File: src/hdl/u8u16_pkg.sv
// shared types and constants for the utf-8 to utf-16 decoder
`timescale 1ns / 1ps

package u8u16_pkg;

  // field widths of the byte, code unit and config words
  localparam int BYTE_W = 8;
  localparam int UNIT_W = 16;
  localparam int CFG_W  = 13;

  // reset value of the unit limit register
  localparam logic [CFG_W-1:0] LIMIT_RESET = 13'd4096;

  // queue between the decode front and the output back
  localparam int QUEUE_DEPTH = 4;
  localparam int QUEUE_AW    = $clog2(QUEUE_DEPTH);

  // byte classification masks
  localparam logic [BYTE_W-1:0] ASCII_LIMIT = 8'h80;
  localparam logic [BYTE_W-1:0] CONT_MASK   = 8'hC0;
  localparam logic [BYTE_W-1:0] CONT_CODE   = 8'h80;
  localparam logic [BYTE_W-1:0] LEAD2_MASK  = 8'hE0;
  localparam logic [BYTE_W-1:0] LEAD2_CODE  = 8'hC0;
  localparam logic [BYTE_W-1:0] LEAD3_MASK  = 8'hF0;
  localparam logic [BYTE_W-1:0] LEAD3_CODE  = 8'hE0;
  localparam logic [BYTE_W-1:0] LEAD2_BITS  = 8'h1F;
  localparam logic [BYTE_W-1:0] LEAD3_BITS  = 8'h0F;
  localparam logic [BYTE_W-1:0] CONT_BITS   = 8'h3F;

  // continuation bytes dropped after an unusable lead
  localparam logic [1:0] SKIP_COUNT = 2'd3;

  // decode phase
  typedef enum logic [2:0] {
    PH_IDLE,
    PH_TWO,
    PH_THREE_A,
    PH_THREE_B,
    PH_SKIP
  } phase_t;

  // one result entry
  typedef struct packed {
    logic [UNIT_W-1:0] code_unit;
    logic              last;
  } unit_t;

  // up to two entries pushed per accepted byte
  typedef struct packed {
    logic [1:0] count;
    unit_t      first;
    unit_t      second;
  } push_t;

endpackage

File: src/hdl/u8u16_if.sv
// byte and code unit channel interfaces
`timescale 1ns / 1ps

interface u8u16_byte_if;
  logic       valid;
  logic       ready;
  logic [7:0] in_byte;

  modport source (output valid, output in_byte, input ready);
  modport sink (input valid, input in_byte, output ready);
endinterface

interface u8u16_unit_if;
  logic        valid;
  logic        ready;
  logic [15:0] code_unit;
  logic        last;

  modport source (output valid, output code_unit, output last, input ready);
  modport sink (input valid, input code_unit, input last, output ready);
endinterface

File: src/hdl/utf8_to_utf16_bmp_decoder.sv
// top level of the utf-8 to utf-16 basic plane decoder
//
//  channel | direction | payload               | handshake
//  bytes   | in        | in_byte[7:0]          | valid / ready
//  units   | out       | code_unit[15:0], last | valid / ready
//  cfg     | in        | cfg_data[12:0]        | cfg_we, no wait
//
// one byte is taken per clock while the four-entry unit queue has room
// for two units; a byte that yields two units pushes both at once.
// units leave through a registered output, one per clock when the sink
// is ready, so one unit per cycle out sets the sustained figure.
// a stalled sink fills the queue and then holds ready low on bytes.
// rst is synchronous and clears decode state, queue and output valid.
`timescale 1ns / 1ps

module utf8_to_utf16_bmp_decoder #(
  parameter int MAX_UNITS = 4096
) (
  input  logic                        clk,
  input  logic                        rst,
  input  logic                        cfg_we,
  input  logic [u8u16_pkg::CFG_W-1:0] cfg_data,
  u8u16_byte_if.sink                  bytes,
  u8u16_unit_if.source                units
);

  logic [u8u16_pkg::CFG_W-1:0] max_out_units;
  u8u16_pkg::push_t push;
  u8u16_pkg::unit_t head;
  logic room, nonempty, pop;

  // unit limit register
  always_ff @(posedge clk) begin
    if (rst) begin
      max_out_units <= u8u16_pkg::LIMIT_RESET;
    end else if (cfg_we) begin
      max_out_units <= cfg_data;
    end
  end

  u8u16_front #(
    .MAX_UNITS (MAX_UNITS)
  ) u_front (
    .clk           (clk),
    .rst           (rst),
    .max_out_units (max_out_units),
    .room          (room),
    .bytes         (bytes),
    .push          (push)
  );

  u8u16_queue u_queue (
    .clk      (clk),
    .rst      (rst),
    .push     (push),
    .pop      (pop),
    .room     (room),
    .nonempty (nonempty),
    .head     (head)
  );

  u8u16_back u_back (
    .clk      (clk),
    .rst      (rst),
    .nonempty (nonempty),
    .head     (head),
    .pop      (pop),
    .units    (units)
  );

endmodule

File: src/hdl/u8u16_front.sv
// decode front: accepts bytes, tracks sequence state, produces code units
`timescale 1ns / 1ps

module u8u16_front #(
  parameter int MAX_UNITS = 4096
) (
  input  logic                     clk,
  input  logic                     rst,
  input  logic [u8u16_pkg::CFG_W-1:0] max_out_units,
  input  logic                     room,
  u8u16_byte_if.sink               bytes,
  output u8u16_pkg::push_t         push
);

  localparam int UW = $clog2(MAX_UNITS + 1);
  localparam int CW = ((UW > u8u16_pkg::CFG_W) ? UW : u8u16_pkg::CFG_W) + 1;

  u8u16_pkg::phase_t phase, phase_next;
  logic [u8u16_pkg::UNIT_W-1:0] partial, partial_next;
  logic [UW-1:0] units, units_next;
  logic [1:0] skip_left, skip_left_next;
  logic halted, halted_next;

  logic [u8u16_pkg::BYTE_W-1:0] b;
  logic take;
  logic is_zero, cont, mid, ascii, lead2, lead3;
  logic [CW-1:0] limit_raw, eff, units_ext;
  logic hit0, hit1, hit2;
  logic [u8u16_pkg::UNIT_W-1:0] done_val, lead2_val, lead3_val, mid3_val;

  assign bytes.ready = room;
  assign take = bytes.valid && room;
  assign b = bytes.in_byte;

  // byte classification
  assign is_zero = (b == '0);
  assign cont    = ((b & u8u16_pkg::CONT_MASK) == u8u16_pkg::CONT_CODE);
  assign ascii   = (b < u8u16_pkg::ASCII_LIMIT);
  assign lead2   = ((b & u8u16_pkg::LEAD2_MASK) == u8u16_pkg::LEAD2_CODE);
  assign lead3   = ((b & u8u16_pkg::LEAD3_MASK) == u8u16_pkg::LEAD3_CODE);
  assign mid     = (phase inside {u8u16_pkg::PH_TWO, u8u16_pkg::PH_THREE_A,
                                  u8u16_pkg::PH_THREE_B});

  // assembled values
  assign done_val  = partial | {8'd0, b & u8u16_pkg::CONT_BITS};
  assign lead2_val = {3'd0, 5'(b & u8u16_pkg::LEAD2_BITS), 8'd0} >> 2;
  assign lead3_val = {4'(b & u8u16_pkg::LEAD3_BITS), 12'd0};
  assign mid3_val  = partial | {4'd0, 6'(b & u8u16_pkg::CONT_BITS), 6'd0};

  // effective limit, clamped to 1..MAX_UNITS
  assign limit_raw = CW'(max_out_units);
  always_comb begin
    if (limit_raw == '0) begin
      eff = CW'(1);
    end else if (limit_raw > CW'(MAX_UNITS)) begin
      eff = CW'(MAX_UNITS);
    end else begin
      eff = limit_raw;
    end
  end

  // limit checks after zero, one and two more units
  assign units_ext = CW'(units);
  assign hit0 = (units_ext + CW'(1)) >= eff;
  assign hit1 = (units_ext + CW'(2)) >= eff;
  assign hit2 = (units_ext + CW'(3)) >= eff;

  // next state
  always_comb begin
    phase_next     = phase;
    partial_next   = partial;
    units_next     = units;
    skip_left_next = skip_left;
    halted_next    = halted;
    if (is_zero) begin
      phase_next     = u8u16_pkg::PH_IDLE;
      partial_next   = '0;
      units_next     = '0;
      skip_left_next = '0;
      halted_next    = 1'b0;
    end else if (!halted) begin
      if ((phase == u8u16_pkg::PH_THREE_A) && cont) begin
        partial_next = mid3_val;
        phase_next   = u8u16_pkg::PH_THREE_B;
      end else if (((phase == u8u16_pkg::PH_TWO) || (phase == u8u16_pkg::PH_THREE_B))
                   && cont) begin
        units_next   = units + UW'(1);
        halted_next  = hit1;
        phase_next   = u8u16_pkg::PH_IDLE;
        partial_next = '0;
      end else if ((phase == u8u16_pkg::PH_SKIP) && cont && (skip_left != 2'd0)) begin
        skip_left_next = skip_left - 2'd1;
        if (skip_left == 2'd1) begin
          phase_next = u8u16_pkg::PH_IDLE;
        end
      end else begin
        // byte starts anew; a broken sequence first emits its partial unit
        phase_next     = u8u16_pkg::PH_IDLE;
        skip_left_next = '0;
        if (mid) begin
          partial_next = '0;
          units_next   = units + UW'(1);
          if (hit1) begin
            halted_next = 1'b1;
          end else if (ascii) begin
            units_next  = units + UW'(2);
            halted_next = hit2;
          end else if (lead2) begin
            partial_next = lead2_val;
            phase_next   = u8u16_pkg::PH_TWO;
          end else if (lead3) begin
            partial_next = lead3_val;
            phase_next   = u8u16_pkg::PH_THREE_A;
          end else begin
            phase_next     = u8u16_pkg::PH_SKIP;
            skip_left_next = u8u16_pkg::SKIP_COUNT;
          end
        end else begin
          if (hit0) begin
            halted_next = 1'b1;
          end else if (ascii) begin
            units_next  = units + UW'(1);
            halted_next = hit1;
          end else if (lead2) begin
            partial_next = lead2_val;
            phase_next   = u8u16_pkg::PH_TWO;
          end else if (lead3) begin
            partial_next = lead3_val;
            phase_next   = u8u16_pkg::PH_THREE_A;
          end else begin
            phase_next     = u8u16_pkg::PH_SKIP;
            skip_left_next = u8u16_pkg::SKIP_COUNT;
          end
        end
      end
    end
  end

  // units pushed to the queue
  always_comb begin
    push.count  = 2'd0;
    push.first  = '{code_unit: '0, last: 1'b0};
    push.second = '{code_unit: '0, last: 1'b0};
    if (take) begin
      if (is_zero) begin
        if (!halted && mid) begin
          push.count  = 2'd2;
          push.first  = '{code_unit: partial, last: 1'b0};
          push.second = '{code_unit: '0, last: 1'b1};
        end else begin
          push.count = 2'd1;
          push.first = '{code_unit: '0, last: 1'b1};
        end
      end else if (!halted) begin
        if ((phase == u8u16_pkg::PH_THREE_A) && cont) begin
          push.count = 2'd0;
        end else if (((phase == u8u16_pkg::PH_TWO) || (phase == u8u16_pkg::PH_THREE_B))
                     && cont) begin
          push.count = 2'd1;
          push.first = '{code_unit: done_val, last: 1'b0};
        end else if ((phase == u8u16_pkg::PH_SKIP) && cont && (skip_left != 2'd0)) begin
          push.count = 2'd0;
        end else if (mid) begin
          push.count = 2'd1;
          push.first = '{code_unit: partial, last: 1'b0};
          if (!hit1 && ascii) begin
            push.count  = 2'd2;
            push.second = '{code_unit: {8'd0, b}, last: 1'b0};
          end
        end else if (!hit0 && ascii) begin
          push.count = 2'd1;
          push.first = '{code_unit: {8'd0, b}, last: 1'b0};
        end
      end
    end
  end

  // state registers
  always_ff @(posedge clk) begin
    if (rst) begin
      phase     <= u8u16_pkg::PH_IDLE;
      partial   <= '0;
      units     <= '0;
      skip_left <= '0;
      halted    <= 1'b0;
    end else if (take) begin
      phase     <= phase_next;
      partial   <= partial_next;
      units     <= units_next;
      skip_left <= skip_left_next;
      halted    <= halted_next;
    end
  end

endmodule

File: src/hdl/u8u16_queue.sv
// short queue of code units between the front and the back
`timescale 1ns / 1ps

module u8u16_queue (
  input  logic             clk,
  input  logic             rst,
  input  u8u16_pkg::push_t push,
  input  logic             pop,
  output logic             room,
  output logic             nonempty,
  output u8u16_pkg::unit_t head
);

  localparam int AW = u8u16_pkg::QUEUE_AW;

  u8u16_pkg::unit_t entries [u8u16_pkg::QUEUE_DEPTH];
  logic [AW-1:0] wr_ptr, rd_ptr;
  logic [AW:0] fill, fill_next;

  // room for a two-unit request
  assign room     = (fill <= (AW+1)'(u8u16_pkg::QUEUE_DEPTH - 2));
  assign nonempty = (fill != '0);
  assign head     = entries[rd_ptr];

  assign fill_next = fill + (AW+1)'(push.count) - (AW+1)'(pop);

  // pointers and fill level
  always_ff @(posedge clk) begin
    if (rst) begin
      wr_ptr <= '0;
      rd_ptr <= '0;
      fill   <= '0;
    end else begin
      wr_ptr <= wr_ptr + AW'(push.count);
      if (pop) begin
        rd_ptr <= rd_ptr + AW'(1);
      end
      fill <= fill_next;
    end
  end

  // entry storage
  always_ff @(posedge clk) begin
    if (push.count != 2'd0) begin
      entries[wr_ptr] <= push.first;
    end
    if (push.count == 2'd2) begin
      entries[wr_ptr + AW'(1)] <= push.second;
    end
  end

endmodule

File: src/hdl/u8u16_back.sv
// output back: registers one code unit at a time toward the sink
`timescale 1ns / 1ps

module u8u16_back (
  input  logic             clk,
  input  logic             rst,
  input  logic             nonempty,
  input  u8u16_pkg::unit_t head,
  output logic             pop,
  u8u16_unit_if.source     units
);

  logic             valid;
  u8u16_pkg::unit_t data;

  // load when the output register is free or being taken
  assign pop = nonempty && (!valid || units.ready);

  assign units.valid     = valid;
  assign units.code_unit = data.code_unit;
  assign units.last      = data.last;

  // output valid
  always_ff @(posedge clk) begin
    if (rst) begin
      valid <= 1'b0;
    end else if (pop) begin
      valid <= 1'b1;
    end else if (units.ready) begin
      valid <= 1'b0;
    end
  end

  // output payload
  always_ff @(posedge clk) begin
    if (pop) begin
      data <= head;
    end
  end

endmodule
File: src/flat_wrapper.sv
// flat-port wrapper written by rule: the top's interface ports become plain ports
module utf8_to_utf16_bmp_decoder_flat 
#(
  parameter int MAX_UNITS = 4096
)
  (clk, rst, cfg_we, cfg_data, bytes_valid, bytes_in_byte, bytes_ready, units_valid, units_code_unit, units_last, units_ready);
  u8u16_byte_if bytes_i ();
  u8u16_unit_if units_i ();
  input  logic clk;
  input  logic rst;
  input  logic cfg_we;
  input  logic [u8u16_pkg::CFG_W-1:0] cfg_data;
  input wire logic [$bits(bytes_i.valid)-1:0] bytes_valid;
  input wire logic [$bits(bytes_i.in_byte)-1:0] bytes_in_byte;
  output wire logic [$bits(bytes_i.ready)-1:0] bytes_ready;
  output wire logic [$bits(units_i.valid)-1:0] units_valid;
  output wire logic [$bits(units_i.code_unit)-1:0] units_code_unit;
  output wire logic [$bits(units_i.last)-1:0] units_last;
  input wire logic [$bits(units_i.ready)-1:0] units_ready;
  assign bytes_i.valid = bytes_valid;
  assign bytes_i.in_byte = bytes_in_byte;
  assign bytes_ready = bytes_i.ready;
  assign units_valid = units_i.valid;
  assign units_code_unit = units_i.code_unit;
  assign units_last = units_i.last;
  assign units_i.ready = units_ready;
  utf8_to_utf16_bmp_decoder #(.MAX_UNITS(MAX_UNITS)) u_core (.clk(clk), .rst(rst), .cfg_we(cfg_we), .cfg_data(cfg_data), .bytes(bytes_i), .units(units_i));
endmodule
File: config.mk
export PLATFORM = sky130hd
export DESIGN_NAME = utf8_to_utf16_bmp_decoder_flat
export DESIGN_NICKNAME = d
export VERILOG_FILES = /design/src/hdl/u8u16_pkg.sv /design/src/hdl/u8u16_if.sv /design/src/hdl/utf8_to_utf16_bmp_decoder.sv /design/src/hdl/u8u16_front.sv /design/src/hdl/u8u16_queue.sv /design/src/hdl/u8u16_back.sv /design/src/flat_wrapper.sv
export SDC_FILE = /design/constraint.sdc
export NUM_CORES = 1
export LEC_CHECK = 0
export BUFFER_PORTS_ARGS = -buffer_cell sky130_fd_sc_hd__buf_2
export CAP_MARGIN = 20
export CORE_MARGIN = 8
export CORE_UTILIZATION = 45
export DETAILED_ROUTE_END_ITERATION = 6
export SYNTH_ARGS = -nofsm -noshare
export SYNTH_HDL_FRONTEND = slang
export SYNTH_SLANG_ARGS = --single-unit
File: constraint.sdc
create_clock -name clk -period 13.7 [get_ports clk]
set_clock_uncertainty 0.15 [all_clocks]
set_input_delay 1.37 -clock clk [delete_from_list [all_inputs] [get_ports clk]]
set_output_delay 1.37 -clock clk [all_outputs]
set_load 0.01 [all_outputs]
After elaboration in Yosys (flattened, before gate mapping)
Memories as Yosys holds them, arrays and structs flattened. A register that Yosys moved wholly into a read port is not among the register bits. Index checks and enable logic that the tools add are counted.

Bitwise logic cells: 2. Equal/unequal tests: 18. Order comparisons: 6. Add/subtract/negate cells: 11. Reduce and logical (&&, ||, !) cells: 28. Mux-type cells: 81.

Operator list (count): 2-to-1 mux 16 bit (14); 2-to-1 mux 13 bit (11); 2-to-1 mux 36 bit (3); 2-to-1 mux 34 bit (2); 2-to-1 mux 19 bit (3); greater-or-equal comparator 14 bit (3); 2-to-1 mux 3 bit (12); 2-to-1 mux 17 bit (2); adder 13 x 2 -> 14 bit (second input constant) (2); 2-to-1 mux 2 bit (14); 2-to-1 mux 18 bit (1); 2-to-1 mux 1 bit (17); OR 16 x 12 -> 16 bit (1); OR 16 x 6 -> 16 bit (1); adder 13 x 1 -> 14 bit (second input constant) (1); zero test 14 bit (1); 2-to-1 mux 14 bit (1); adder 13 x 1 -> 13 bit (second input constant) (1); adder 13 x 2 -> 13 bit (second input constant) (1); greater-than comparator 13 bit (second input constant) (1); AND reduction 6 bit (2); inequality test 5 x 3 -> 1 bit (second input constant) (2); logical AND 1 bit (9); 2-to-1 mux 9 bit (1); 28 further kinds (40).

Input port bits: 26. Logic and storage cells: 157. Memories: 1. Output and inout bits: 19. Register bits: 56. RAM bits: 68.

Memory list: u_core.u_queue.entries (words 4, width 17, read ports 1, clocked after Yosys merged registers in 1, wr ports 2, RTL line u8u16_queue.sv:16) `u8u16_pkg::unit_t entries [u8u16_pkg::QUEUE_DEPTH];`.

Depth between registers and ports, before layout
Gate-level depths: netlist of the first run.

Depth after elaboration: 17. Mapped depth: 21.

Modules after synthesis
Synthesis of the first run repeated with hierarchy kept, for this count alone.

Cell total of the unflattened synthesis: 712. Area total of the unflattened synthesis: 8339.2 µm².

By module, submodules not included: u8u16_queue (times used 1, sequential area each 2222.1 µm², area each 3826.2 µm², cells an instance 211); u8u16_front (times used 1, sequential area each 580.6 µm², area each 3470.8 µm², cells an instance 437); u8u16_back (times used 1, sequential area each 530.5 µm², area each 565.5 µm², cells an instance 22); utf8_to_utf16_bmp_decoder (times used 1, sequential area each 260.2 µm², area each 476.7 µm², cells an instance 42).

Worst setup path before layout of the first run
OpenSTA, ideal clock, no wires.

Path type: flip-flop to flip-flop. Start: reg u_core.u_front.units[1]. End: reg u_core.u_queue.fill[1]. Period minus slack after synthesis: 4.571 ns. Data arrival time: 4.294 ns. Buffers on the path: 3. Setup slack: 9.129 ns. Cell stages (with the launch flop): 21. Cells stage by stage: dfxtp_1 > ha_1 > clkbuf_1 > inv_1 > or2_2 > clkbuf_1 > nor2_1 > xor2_1 > ha_1 > a41oi_1 > o221ai_1 > a221o_1 > a2111oi_4 > buf_2 > a21o_1 > a21boi_0 > ha_1 > inv_1 > ha_1 > fa_1 > nor2b_1.

Word-level cells in the longest chain between the ends: 14.

Ends and longest elaborated chain: start: declaration (RTL line u8u16_front.sv:20) `logic [UW-1:0] units, units_next;`; start signal: assignment (RTL line u8u16_front.sv:189) `units <= units_next;`; adder 13 x 1 -> 14 bit or adder 13 x 2 -> 14 bit (tied branches) (RTL line u8u16_front.sv:64, u8u16_front.sv:65); greater-or-equal comparator 14 bit, on equally long branches (RTL line u8u16_front.sv:64, u8u16_front.sv:65); zero test 1 bit, on equally long branches (RTL line u8u16_front.sv:170, u8u16_front.sv:166); logical AND 1 bit, on equally long branches (RTL line u8u16_front.sv:170, u8u16_front.sv:166); 2-to-1 mux 18 bit or 2-to-1 mux 2 bit (tied branches) (RTL line u8u16_front.sv:170, u8u16_front.sv:166); 2-to-1 mux 19 bit * (RTL line u8u16_front.sv:163) `end else if (mid) begin`; 2-to-1 mux 2 bit * (RTL line u8u16_front.sv:161) `end else if ((phase == u8u16_pkg::PH_SKIP) && cont && (skip_left != 2'd0)) begin`; 2-to-1 mux 19 bit * (RTL line u8u16_front.sv:157) `end else if (((phase == u8u16_pkg::PH_TWO) || (phase == u8u16_pkg::PH_THREE_B))`; 2-to-1 mux 2 bit * (RTL line u8u16_front.sv:155) `if ((phase == u8u16_pkg::PH_THREE_A) && cont) begin`; 2-to-1 mux 36 bit * (RTL line u8u16_front.sv:154) `end else if (!halted) begin`; 2-to-1 mux 36 bit * (RTL line u8u16_front.sv:145) `if (is_zero) begin`; 2-to-1 mux 36 bit * (RTL line u8u16_front.sv:144) `if (take) begin`; adder 3 x 2 -> 3 bit * (RTL line u8u16_queue.sv:25) `assign fill_next = fill + (AW+1)'(push.count) - (AW+1)'(pop);`; subtractor 3 x 1 -> 3 bit * (RTL line u8u16_queue.sv:25); via u_core.u_queue.fill_next[1] (RTL line u8u16_queue.sv:18) `logic [AW:0] fill, fill_next;`; end signal: assignment (RTL line u8u16_queue.sv:38) `fill <= fill_next;`; end: declaration (RTL line u8u16_queue.sv:18).

The timed path passes the listed nets; every way through them passes the cells marked *. A chain may end at the register's enable or synchronous reset.

Worst setup path in the final report of the first run
Start: reg u_core.u_front.units[2]. End: reg u_core.u_queue.fill[2].

Word-level cells in the longest chain between the ends: 14.

Ends and longest elaborated chain (RTL line): adder 13 x 1 -> 14 bit or adder 13 x 2 -> 14 bit (tied branches) (u8u16_front.sv:64, u8u16_front.sv:65); greater-or-equal comparator 14 bit, on equally long branches (u8u16_front.sv:64, u8u16_front.sv:65); zero test 1 bit, on equally long branches (u8u16_front.sv:170, u8u16_front.sv:166); logical AND 1 bit, on equally long branches (u8u16_front.sv:170, u8u16_front.sv:166); 2-to-1 mux 18 bit or 2-to-1 mux 2 bit (tied branches) (u8u16_front.sv:170, u8u16_front.sv:166); 2-to-1 mux 19 bit * (u8u16_front.sv:163); 2-to-1 mux 2 bit * (u8u16_front.sv:161); 2-to-1 mux 19 bit * (u8u16_front.sv:157); 2-to-1 mux 2 bit * (u8u16_front.sv:155); 2-to-1 mux 36 bit * (u8u16_front.sv:154); 2-to-1 mux 36 bit * (u8u16_front.sv:145); 2-to-1 mux 36 bit * (u8u16_front.sv:144); adder 3 x 2 -> 3 bit * (u8u16_queue.sv:25); subtractor 3 x 1 -> 3 bit * (u8u16_queue.sv:25).

Every way passes the cells marked *; elsewhere a longest branch is shown, timed or not.

==> impl_metrics.csv, run 1 <==
group,metric,value,unit
synth,synth_enable_flop_cells,53,
grt,grt_pass1_vias,6052,
critical_path,cp.arrival,5060,ps
timing,layout_worst_path_cycle_share,0.359,
place,placed_cells,969,
grt,grt_max_degree,42,
clocking,cts_hold_buf,0,
synth,synth_top_area_cell,"dfxtp_1",
grt,track_usage,0.190,
synth,synth.most_common_cell,"dfxtp_1",
clocking,clock_path_buffers,2,
synth,syn-mean-instance-area,10.1,µm²
routing,top_layer_used,"met4",
timing,worst_slew_pin_slew,1010,ps
timing,setup_tns,0,ps
clocking,cts.htree.levels,4,
place,io_buffers,44,
cells_and_area,nNetsFinal,843,
cells_and_area,stdcell_count,1001,
grt,antenna_found_initial,0,
synth,synth_common_cells,"dfxtp_1 (82), nand2_1 (67), nor2_1 (64)",
timing,setup_viol,0,
critical_path,path_class,"reg2reg",
critical_path,r2r_cells,19,
timing,drv_slew,0,
grt,grt_first_pass_wirelength,32400,µm
routing,dr.pass1.iters,5,
floorplanning,start_util,0.459,
place,place_hpwl,14400,µm
clocking,post-cts-setup-buffers,0,
routing,vias,6037,
clocking,clk_root_buffer_cell,"clkbuf_16",
critical_path,critPathCaptureType,"flip-flop",
pwr,vdd_ir_drop_max,90.3,µV
synth,synthCells,753,
floorplanning,core,0.0166,mm²
timing,fmax,203,MHz
clocking,cts_resized,0,
critical_path,critPathMaxFanout,8,
routing,drtIter0Drc,495,
floorplanning,num_io_pins,45,
routing,met2RoutedLength,10300,µm
timing,fin_crit,4920,ps
cells_and_area,area_delta_synth_final,12.1,%
cells_and_area,drive_gt1_frac,0.157,
hold_path,whs_path_depth,1,
clocking,worstSkewPairLatency,430,ps
routing,totalWireLength,20100,µm
floorplanning,fp.dieH,146,µm
critical_path,required,13840,ps
critical_path,critPathLaunchType,"flip-flop",
status,outcome,"complete, no violations",
pwr,leakagePower,0.00322,µW
synth,ys_seq_elements,135,
hold_path,min_from,"u_core.u_front.partial[9]",
synth,ys_async_sr_fraction,0,
timing,rsz0062_at_grt,"no",
clocking,cts.sinks,135,
clocking,cts-buffers-inserted,17,
synth,synth_flop_cell,"dfxtp_1",
routing,avgViaCountPerCell,6.03,
timing,max_slew_margin,0.322,
routing,route.met3.wl,999,µm
clocking,cts_tree,"done",
synth,ys_types,75,
routing,antenna_left,0,
synth,yosysSeqAreaShare,0.425,
timing,finalHoldViolCount,0,
synth,syn_area,0.00761,mm²
cells_and_area,diodes,0,
critical_path,r2r_slack,8780,ps
critical_path,r2r_end,"u_core.u_queue.fill[2]",
routing,wl_met1,8290,µm
floorplanning,dieArea,0.0213,mm²
hold_path,holdPathEnd,"u_core.u_front.partial[9]",
floorplanning,rows,47,
clocking,cts.clk_slew.worst_paths,60,ps
grt,grt.overflow.total,0,
critical_path,worstReg2RegStart,"u_core.u_front.units[2]",
routing,drcViolationCount,0,
job,max_cap_violations,0,
synth,ys_top_cells_by_area,"dfxtp_1 (22%), edfxtp_1 (21%), ha_1 (7.9%), mux4_2 (5.0%), o221ai_1 (3.7%)",
cells_and_area,fin_util,0.514,
floorplanning,die_w,146,µm
synth,yosysWarnings,0,
routing,drt-wirelength-per-cell,20.0,µm
synth,postSynthNetCount,828,
place,gp_congestion,0.939,
pwr,power_density,168,mW/mm²
synth,synth_top_area_frac,0.216,
hold_path,hold_path_class,"reg2reg",
## critical path: stages, from the launching register on
cell and delay, ps:
dfxtp_1 480, ha_1 350, inv_1 120, or2_2 370, nor2_1 230, nand2_1 110
xnor2_1 220, ha_1 290, a211oi_1 210, o21ai_0 150, a211oi_1 380, o2111ai_2 240
a21o_1 220, a21boi_0 160, ha_1 310, inv_1 40, ha_1 180, fa_1 380
xnor2_1 160, nor2_1 50
## routing by layer
metal  vias to the layer above  global-route usage
met3                        32              0.0380
met5                         -                   0
met4                         0              0.0690
li1                       2859                   -
met2                       231               0.341
met1                      2915               0.221
## report_power, final
group	internal, µW	switching [µW]	total (µW)	leakage (µW)
Sequential	494	40.3	534	0.00116
Combinational	161	272	432	0.00175
Clock	288	182	470	0.000300
## stage by stage
step                      area, µm²  setup WS (ps)  hold slack, ps  power [µW]
after floorplan                7610           9130             282         849
after global placement         7930           8920             307         967
after detailed placement       7930           8800             309         976
after global routing           8530           8410             330        1510
after CTS                      8530           8790             327        1450
final                          8530           8780             329        1440
## how the worst max path moves through the flow
stage,start,endpoint,slack (ps),depth (start not counted)
after floorplan,u_core.u_front.units[1],u_core.u_queue.fill[1],9130,20
after CTS,u_core.u_front.units[2],u_core.u_queue.fill[2],8790,19
after detailed placement,u_core.u_front.units[2],u_core.u_queue.fill[2],8800,19
after global placement,u_core.u_front.units[2],u_core.u_queue.fill[2],8920,19
after global routing,u_core.u_front.units[2],u_core.u_queue.fill[2],8410,19
final,u_core.u_front.units[2],u_core.u_queue.fill[2],8780,19
## state kept, by name, indices dropped and copies added (netlist names)
register                       count
u_core.u_queue.rd_ptr              2
u_core.u_front.halted              1
u_core.max_out_units              13
u_core.u_queue.entries            68
u_core.u_front.skip_left           2
u_core.u_back.units.valid          1
u_core.u_front.partial            10
u_core.u_front.units              13
u_core.u_back.units.code_unit     16
u_core.u_back.units.last           1
u_core.u_queue.wr_ptr              2
u_core.u_front.phase               3
u_core.u_queue.fill                3
## cell usage in the layout (no fill, tap or decap), drive strengths merged, types with 7 or more instances in the layout
cell    count
a211oi      8
a21oi      20
and2       16
buf        51
clkbuf     18
clkinv      9
dfxtp      82
edfxtp     53
ha         48
inv        20
mux2i      17
mux4       17
nand2      68
nand2b      7
nand3      26
nand4      10
nor2       64
nor3       14
nor3b      10
nor4        7
o21ai      48
o221ai     32
o22ai       8
xnor2      15
xor2       22
## logic make-up after synthesis
group,count (synthesis),share of synthesized area
adders and majority gates,49,0.0816
xor gates and xnor gates,37,0.0426
buffers and inverters,73,0.0406
AOI/OAI and AO/OA,180,0.173
DFF,135,0.425
muxes,36,0.0756
and+or+nand+nor,243,0.162
## area by class of cell
type	instances	area, µm²
tap	220	275
timing repair buffer	51	273
clock buffer	18	429
inverter	18	67.6
fill	1520	8050
sequential	135	3230
multi-input combinational	545	4080
clock inverter	14	175
(Power assumes the default switching activity.)
==> run 2, diff against run 1 <==
--- a/config.mk
+++ b/config.mk
@@ -5,6 +5,7 @@
 export SDC_FILE = /design/constraint.sdc
 export NUM_CORES = 1
 export LEC_CHECK = 0
+export ABC_AREA = 1
 export BUFFER_PORTS_ARGS = -buffer_cell sky130_fd_sc_hd__buf_2
 export CAP_MARGIN = 20
 export CORE_MARGIN = 8
==> constraint.sdc (replaced) <==
create_clock -name clk -period 5 [get_ports clk]
set_clock_uncertainty 0.15 [all_clocks]
set_input_delay 0.5 -clock clk [delete_from_list [all_inputs] [get_ports clk]]
set_output_delay 0.5 -clock clk [all_outputs]
set_load 0.01 [all_outputs]
==> run 2 against run 1 <==
  * Global-route usage up 0.21 points
  * Cell count is 31% higher
  * First-iteration DRC count is 3.6% lower
  * Setup slack worse by 8200 ps
  * Combinational power grew to 3.6 times the previous value
  * Highest routed layer unchanged
  * Synthesized cell count increased by 38%
  * Count of clock-buffer cells in the layout increased by 1
  * Sequential cell count unchanged
  * Core utilization shrank 1.0 points
  * Die area rose by 6.4%
==> impl_metrics.csv, run 2 <==
group,metric,value,unit
hold_path,whs_path_depth,3,
timing,rsz0062_at_grt,"no",
pwr,power_density,479,mW/mm²
floorplanning,num_io_pins,45,
clocking,cts_tree,"done",
floorplanning,rows,49,
cells_and_area,drive_gt1_frac,0.126,
clocking,cts_hold_buf,0,
grt,grt.overflow.total,0,
cells_and_area,area_delta_synth_final,10.6,%
synth,synth_common_cells,"nand2_1 (196), inv_1 (140), nor2_1 (104)",
synth,synthCells,1036,
clocking,clk_root_buffer_cell,"clkbuf_16",
timing,drv_slew,0,
grt,grt_first_pass_wirelength,34300,µm
floorplanning,fp.dieH,151,µm
cells_and_area,nNetsFinal,1142,
clocking,post-cts-setup-buffers,0,
synth,syn_area,0.00816,mm²
synth,syn-mean-instance-area,7.87,µm²
synth,synth_top_area_cell,"dfxtp_1",
timing,layout_worst_path_cycle_share,0.874,
grt,grt_pass1_vias,6767,
synth,postSynthNetCount,1111,
timing,fmax,229,MHz
synth,synth_flop_cell,"dfxtp_1",
pwr,vdd_ir_drop_max,346,µV
grt,antenna_found_initial,0,
hold_path,hold_path_class,"in2reg",
clocking,cts-buffers-inserted,17,
floorplanning,dieArea,0.0227,mm²
cells_and_area,regMostFlops,"u_core.u_queue.entries",
critical_path,path_class,"reg2reg",
synth,yosysSeqAreaShare,0.396,
routing,drcViolationCount,0,
cells_and_area,stdcell_area,0.00902,mm²
place,io_buffers,44,
clocking,cts.clk_slew.worst_paths,60,ps
cells_and_area,largest_register_ffs,68,
floorplanning,die_w,151,µm
timing,holdWs,146,ps
routing,dr.pass1.iters,5,
synth,ys_seq_elements,135,
synth,ys_async_sr_fraction,0,
place,place_hpwl,14900,µm
cells_and_area,stdcell_count,1309,
routing,antenna_left,0,
synth,ys_top_cells_by_area,"dfxtp_1 (20%), edfxtp_1 (20%), nand2_1 (9.0%), ha_1 (7.4%), inv_1 (6.4%)",
critical_path,required,5160,ps
pwr,power.total,4320,µW
clocking,clock_path_buffers,2,
cells_and_area,diodes,0,
synth,yosysWarnings,0,
synth,synth_top_area_frac,0.201,
critical_path,critPathLaunchType,"flip-flop",
critical_path,r2r_cells,23,
clocking,cts.sinks,135,
timing,setup_viol,0,
place,placed_cells,1276,
synth,synth_enable_flop_cells,53,
grt,track_usage,0.193,
job,max_cap_violations,0,
routing,vias,6950,
synth,synth.most_common_cell,"nand2_1",
critical_path,cp.arrival,4530,ps
clocking,cts.htree.levels,4,
grt,grt_max_degree,38,
pwr,leakagePower,0.00422,µW
critical_path,critPathCaptureType,"flip-flop",
routing,totalWireLength,21100,µm
timing,fin_crit,4370,ps
cells_and_area,final_cell_mix,"nand2_1 (196), inv_1 (140), nor2_1 (104)",
clocking,worstSkewPairLatency,420,ps
timing,finalHoldViolCount,0,
synth,ys_types,44,
status,outcome,"complete, no violations",
routing,avgViaCountPerCell,5.31,
cells_and_area,fillCellCount,1788,
floorplanning,core,0.0179,mm²
floorplanning,start_util,0.456,
place,postPlaceCellArea,0.00847,mm²
routing,drtIter0Drc,477,
place,gp_congestion,0.885,
clocking,cts_resized,0,
timing,setup_tns,0,ps
routing,drt-wirelength-per-cell,16.1,µm
critical_path,critPathMaxFanout,7,
timing,max_slew_margin,0.445,
cells_and_area,final_common_cell,"nand2_1",
timing,worst_slew_pin_slew,831,ps
-- run 2: final timing paths --
| check | start | end | slack, ps |
|---|---|---|---|
| worst max register to register | u_core.u_front.units[2] | u_core.u_queue.fill[2] | 630 |
| worst max-delay path | u_core.u_front.units[2] | u_core.u_queue.fill[2] | 630 |
| worst min-delay path | cfg_data[6] | u_core.max_out_units[6] | 150 |
| worst min register to register | u_core.u_front.skip_left[1] | u_core.u_front.skip_left[1] | 320 |
-- run 2: layer usage --
| metal | up-vias | routed length (µm) | global-route usage |
|---|---|---|---|
| met5 | - | 0 | 0 |
| met4 | 0 | 406 | 0.0698 |
| met3 | 32 | 1040 | 0.0361 |
| met2 | 188 | 10200 | 0.334 |
| met1 | 3200 | 9400 | 0.233 |
| li1 | 3530 | - | - |
-- run 2: worst max-delay path: stages (launching register included) --
cell     delay, ps
dfxtp_1        460
ha_1           260
inv_1          100
nor3_1         310
xor2_1         180
o21ai_0        250
inv_1           80
ha_1           300
nand2_1        100
nor2_1          40
nand2_1         50
nand3_1         80
a21oi_1        200
nand2_1        110
o21ai_0        240
nand3_1        130
nand2_1        110
inv_1           50
ha_1           260
inv_1           40
ha_1           180
fa_1           380
o21ai_0        170
a21oi_1         50
-- run 2: layout make-up --
| cell class | instances | area (µm²) | area share |
|---|---|---|---|
| well taps | 229 | 287 | 0.0318 |
| clock buffers | 19 | 443 | 0.0491 |
| inverters | 153 | 582 | 0.0645 |
| flip-flops and latches | 135 | 3230 | 0.358 |
| multi-input cells | 708 | 4100 | 0.454 |
| clock inverters | 13 | 95.1 | 0.0105 |
| repair buffers | 52 | 288 | 0.0319 |
-- run 2: cells by family after synthesis --
logic type,after synthesis,synth area share
AOI/OAI and AO/OA,228,0.162
xor gates and xnor gates,29,0.0311
adders and majority gates,49,0.0761
and+or+nand+nor,401,0.231
buffers and inverters,193,0.102
DFF,135,0.396
muxes,1,0.00123
-- run 2: report_power, final --
part	total [µW]	internal, µW	switching [µW]
Sequential	1610	1470	146
Combinational	1550	527	1020
Clock	1150	652	503
Total	4320	2650	1670
-- run 2: stage by stage --
| step | setup WS, ps | util |
|---|---|---|
| floorplan | 1120 | - |
| global placement | 716 | 0.473 |
| detailed placement | 668 | 0.473 |
| CTS | 664 | 0.503 |
| global route | 165 | 0.504 |
| finish | 628 | 0.504 |
==> run 3, diff against run 2 <==
--- a/config.mk
+++ b/config.mk
@@ -8,6 +8,7 @@
 export ABC_AREA = 1
 export BUFFER_PORTS_ARGS = -buffer_cell sky130_fd_sc_hd__buf_2
 export CAP_MARGIN = 20
+export CORE_ASPECT_RATIO = 0.5
 export CORE_MARGIN = 8
 export CORE_UTILIZATION = 45
 export DETAILED_ROUTE_END_ITERATION = 6
==> run 3 against run 2 <==
  * Die area is 1.2% higher
  * Global-route usage about the same
  * Register-to-register slack got worse by 90 ps
  * Total power increased by 6.1%
  * Largest power group unchanged
==> impl_metrics.csv, run 3 (synthesis results as in run 2) <==
group,metric,value,unit
timing,fin_crit,4460,ps
cells_and_area,regMostFlops,"u_core.u_queue.entries",
clocking,cts.clk_slew.worst_paths,70,ps
cells_and_area,nNetsFinal,1140,
pwr,vdd_ir_drop_max,277,µV
hold_path,hold_path_class,"in2reg",
status,outcome,"complete, no violations",
timing,finalHoldViolCount,0,
grt,grt_first_pass_wirelength,35100,µm
clocking,cts.htree.levels,4,
floorplanning,core,0.0176,mm²
routing,drt-wirelength-per-cell,16.7,µm
critical_path,required,5160,ps
timing,fmax,224,MHz
clocking,clk_root_buffer_cell,"clkbuf_16",
grt,grt.overflow.total,0,
timing,setup_slack,538,ps
routing,antenna_left,0,
floorplanning,die_w,206,µm
critical_path,critPathLaunchType,"flip-flop",
clocking,clock_path_buffers,2,
critical_path,worstSetupStartpoint,"u_core.u_front.units[3]",
hold_path,min_from,"cfg_data[12]",
clocking,cts_tree,"done",
grt,grt_use_met2,0.304,
grt,antenna_found_initial,1,
floorplanning,fp.dieH,111,µm
critical_path,critPathMaxFanout,25,
timing,max_slew_margin,0.453,
floorplanning,start_util,0.464,
pwr,leakagePower,0.00426,µW
grt,grt_max_degree,39,
timing,layout_worst_path_cycle_share,0.892,
grt,track_usage,0.193,
grt,grt_pass1_vias,6566,
clocking,cts-buffers-inserted,17,
cells_and_area,final_cell_mix,"nand2_1 (196), inv_1 (140), nor2_1 (104)",
routing,avgViaCountPerCell,5.37,
place,io_buffers,44,
routing,dr.pass1.iters,5,
grt,met1_usage,0.255,
pwr,power_density,502,mW/mm²
routing,drtIter0Drc,530,
cells_and_area,area_delta_synth_final,11.9,%
routing,vias,7051,
routing,totalWireLength,21800,µm
critical_path,critPathCaptureType,"flip-flop",
floorplanning,dieArea,0.0230,mm²
timing,rsz0062_at_grt,"no",
job,max_cap_violations,0,
timing,setup_tns,0,ps
cells_and_area,fillCellCount,1722,
routing,drcViolationCount,0,
place,pre_cts_ws,519,ps
floorplanning,rows,34,
clocking,worstSkewPairLatency,420,ps
cells_and_area,final_common_cell,"nand2_1",
cells_and_area,diodes,0,
timing,worst_slew_pin_slew,819,ps
critical_path,cp.arrival,4620,ps
timing,drv_slew,0,
cells_and_area,largest_register_ffs,68,
grt,groute.layer.met3.usage,0.0420,
timing,setup_viol,0,
place,place_hpwl,15400,µm
grt,busiest_layer,"met2",
cells_and_area,drive_gt1_frac,0.124,
critical_path,path_class,"reg2reg",
floorplanning,num_io_pins,45,
critical_path,worstReg2RegStart,"u_core.u_front.units[3]",
place,gp_congestion,0.904,
clocking,cts.sinks,135,
-- run 3: cell types whose count changed in the layout (fill, tap and decap cells not counted), moves of 2 or more --
cell       change
inv_6          -2
clkinv_2       -5
inv_8          +3
buf_4          -2
bufinv_16      +3
-- run 3: critical path: stages (launching register included) --
cell	delay, ps
dfxtp_1	530
nand2_1	120
nor2_1	220
nand2_1	130
nor3_1	250
nand2_1	110
xor2_1	170
ha_1	290
nand2_1	60
inv_1	60
nand3_1	90
nand3_1	90
a21oi_2	240
nand4_4	360
inv_2	220
nand2_4	90
nand2_8	100
inv_1	80
ha_1	270
inv_1	50
fa_1	440
o21ai_0	180
a21oi_1	50
-- run 3: path summary, 6_finish.rpt --
check | slack, ps | to | cells after the start
setup / recovery | 540 | u_core.u_queue.fill[2] | 22
hold reg to reg | 320 | u_core.u_front.skip_left[1] | 2
setup reg to reg | 540 | u_core.u_queue.fill[2] | 22
hold / removal | 150 | u_core.max_out_units[12] | 3
-- run 3: where the power goes --
group          switching [µW]  internal [µW]
clock network             538            833
registers                 142           1470
logic                    1060            538
-- run 3: repair_timing --
item,4_1_cts,5_1_grt
endpoints found under the setup margin,0,1
setup buffers,0,0
resized for setup,0,1
hold endpoints to repair,0,0
hold buffers,0,0
-- run 3: final cells by class --
class                           count  area, µm²  share of cell area
Clock inverter                     13        185              0.0203
Multi-Input combinational cell    708       4100               0.449
Clock buffer                       19        454              0.0498
Tap cell                          234        293              0.0321
Inverter                          153        582              0.0637
Timing Repair Buffer               50        285              0.0313
Sequential cell                   135       3230               0.354
-- run 3: per-layer routing --
| metal | vias to the layer above | wire (µm) |
|---|---|---|
| met5 | - | 13 |
| met4 | 2 | 485 |
| met3 | 41 | 1450 |
| met2 | 242 | 9790 |
| met1 | 3249 | 10100 |
| li1 | 3517 | - |
-- run 3: through the flow --
step / hold WS [ps] / util / total power (µW) / instance area (µm²) / std cells
6_report: 151 / 0.520 / 4580 / 9130 / 1312
2_1_floorplan: 290 / - / 2740 / 8160 / 1036
3_3_place_gp: 302 / 0.482 / 3180 / 8460 / 1279
5_1_grt: 148 / 0.520 / 4900 / 9130 / 1312
4_1_cts: 139 / 0.518 / 4590 / 9100 / 1311
3_5_place_dp: 309 / 0.482 / 3210 / 8460 / 1279
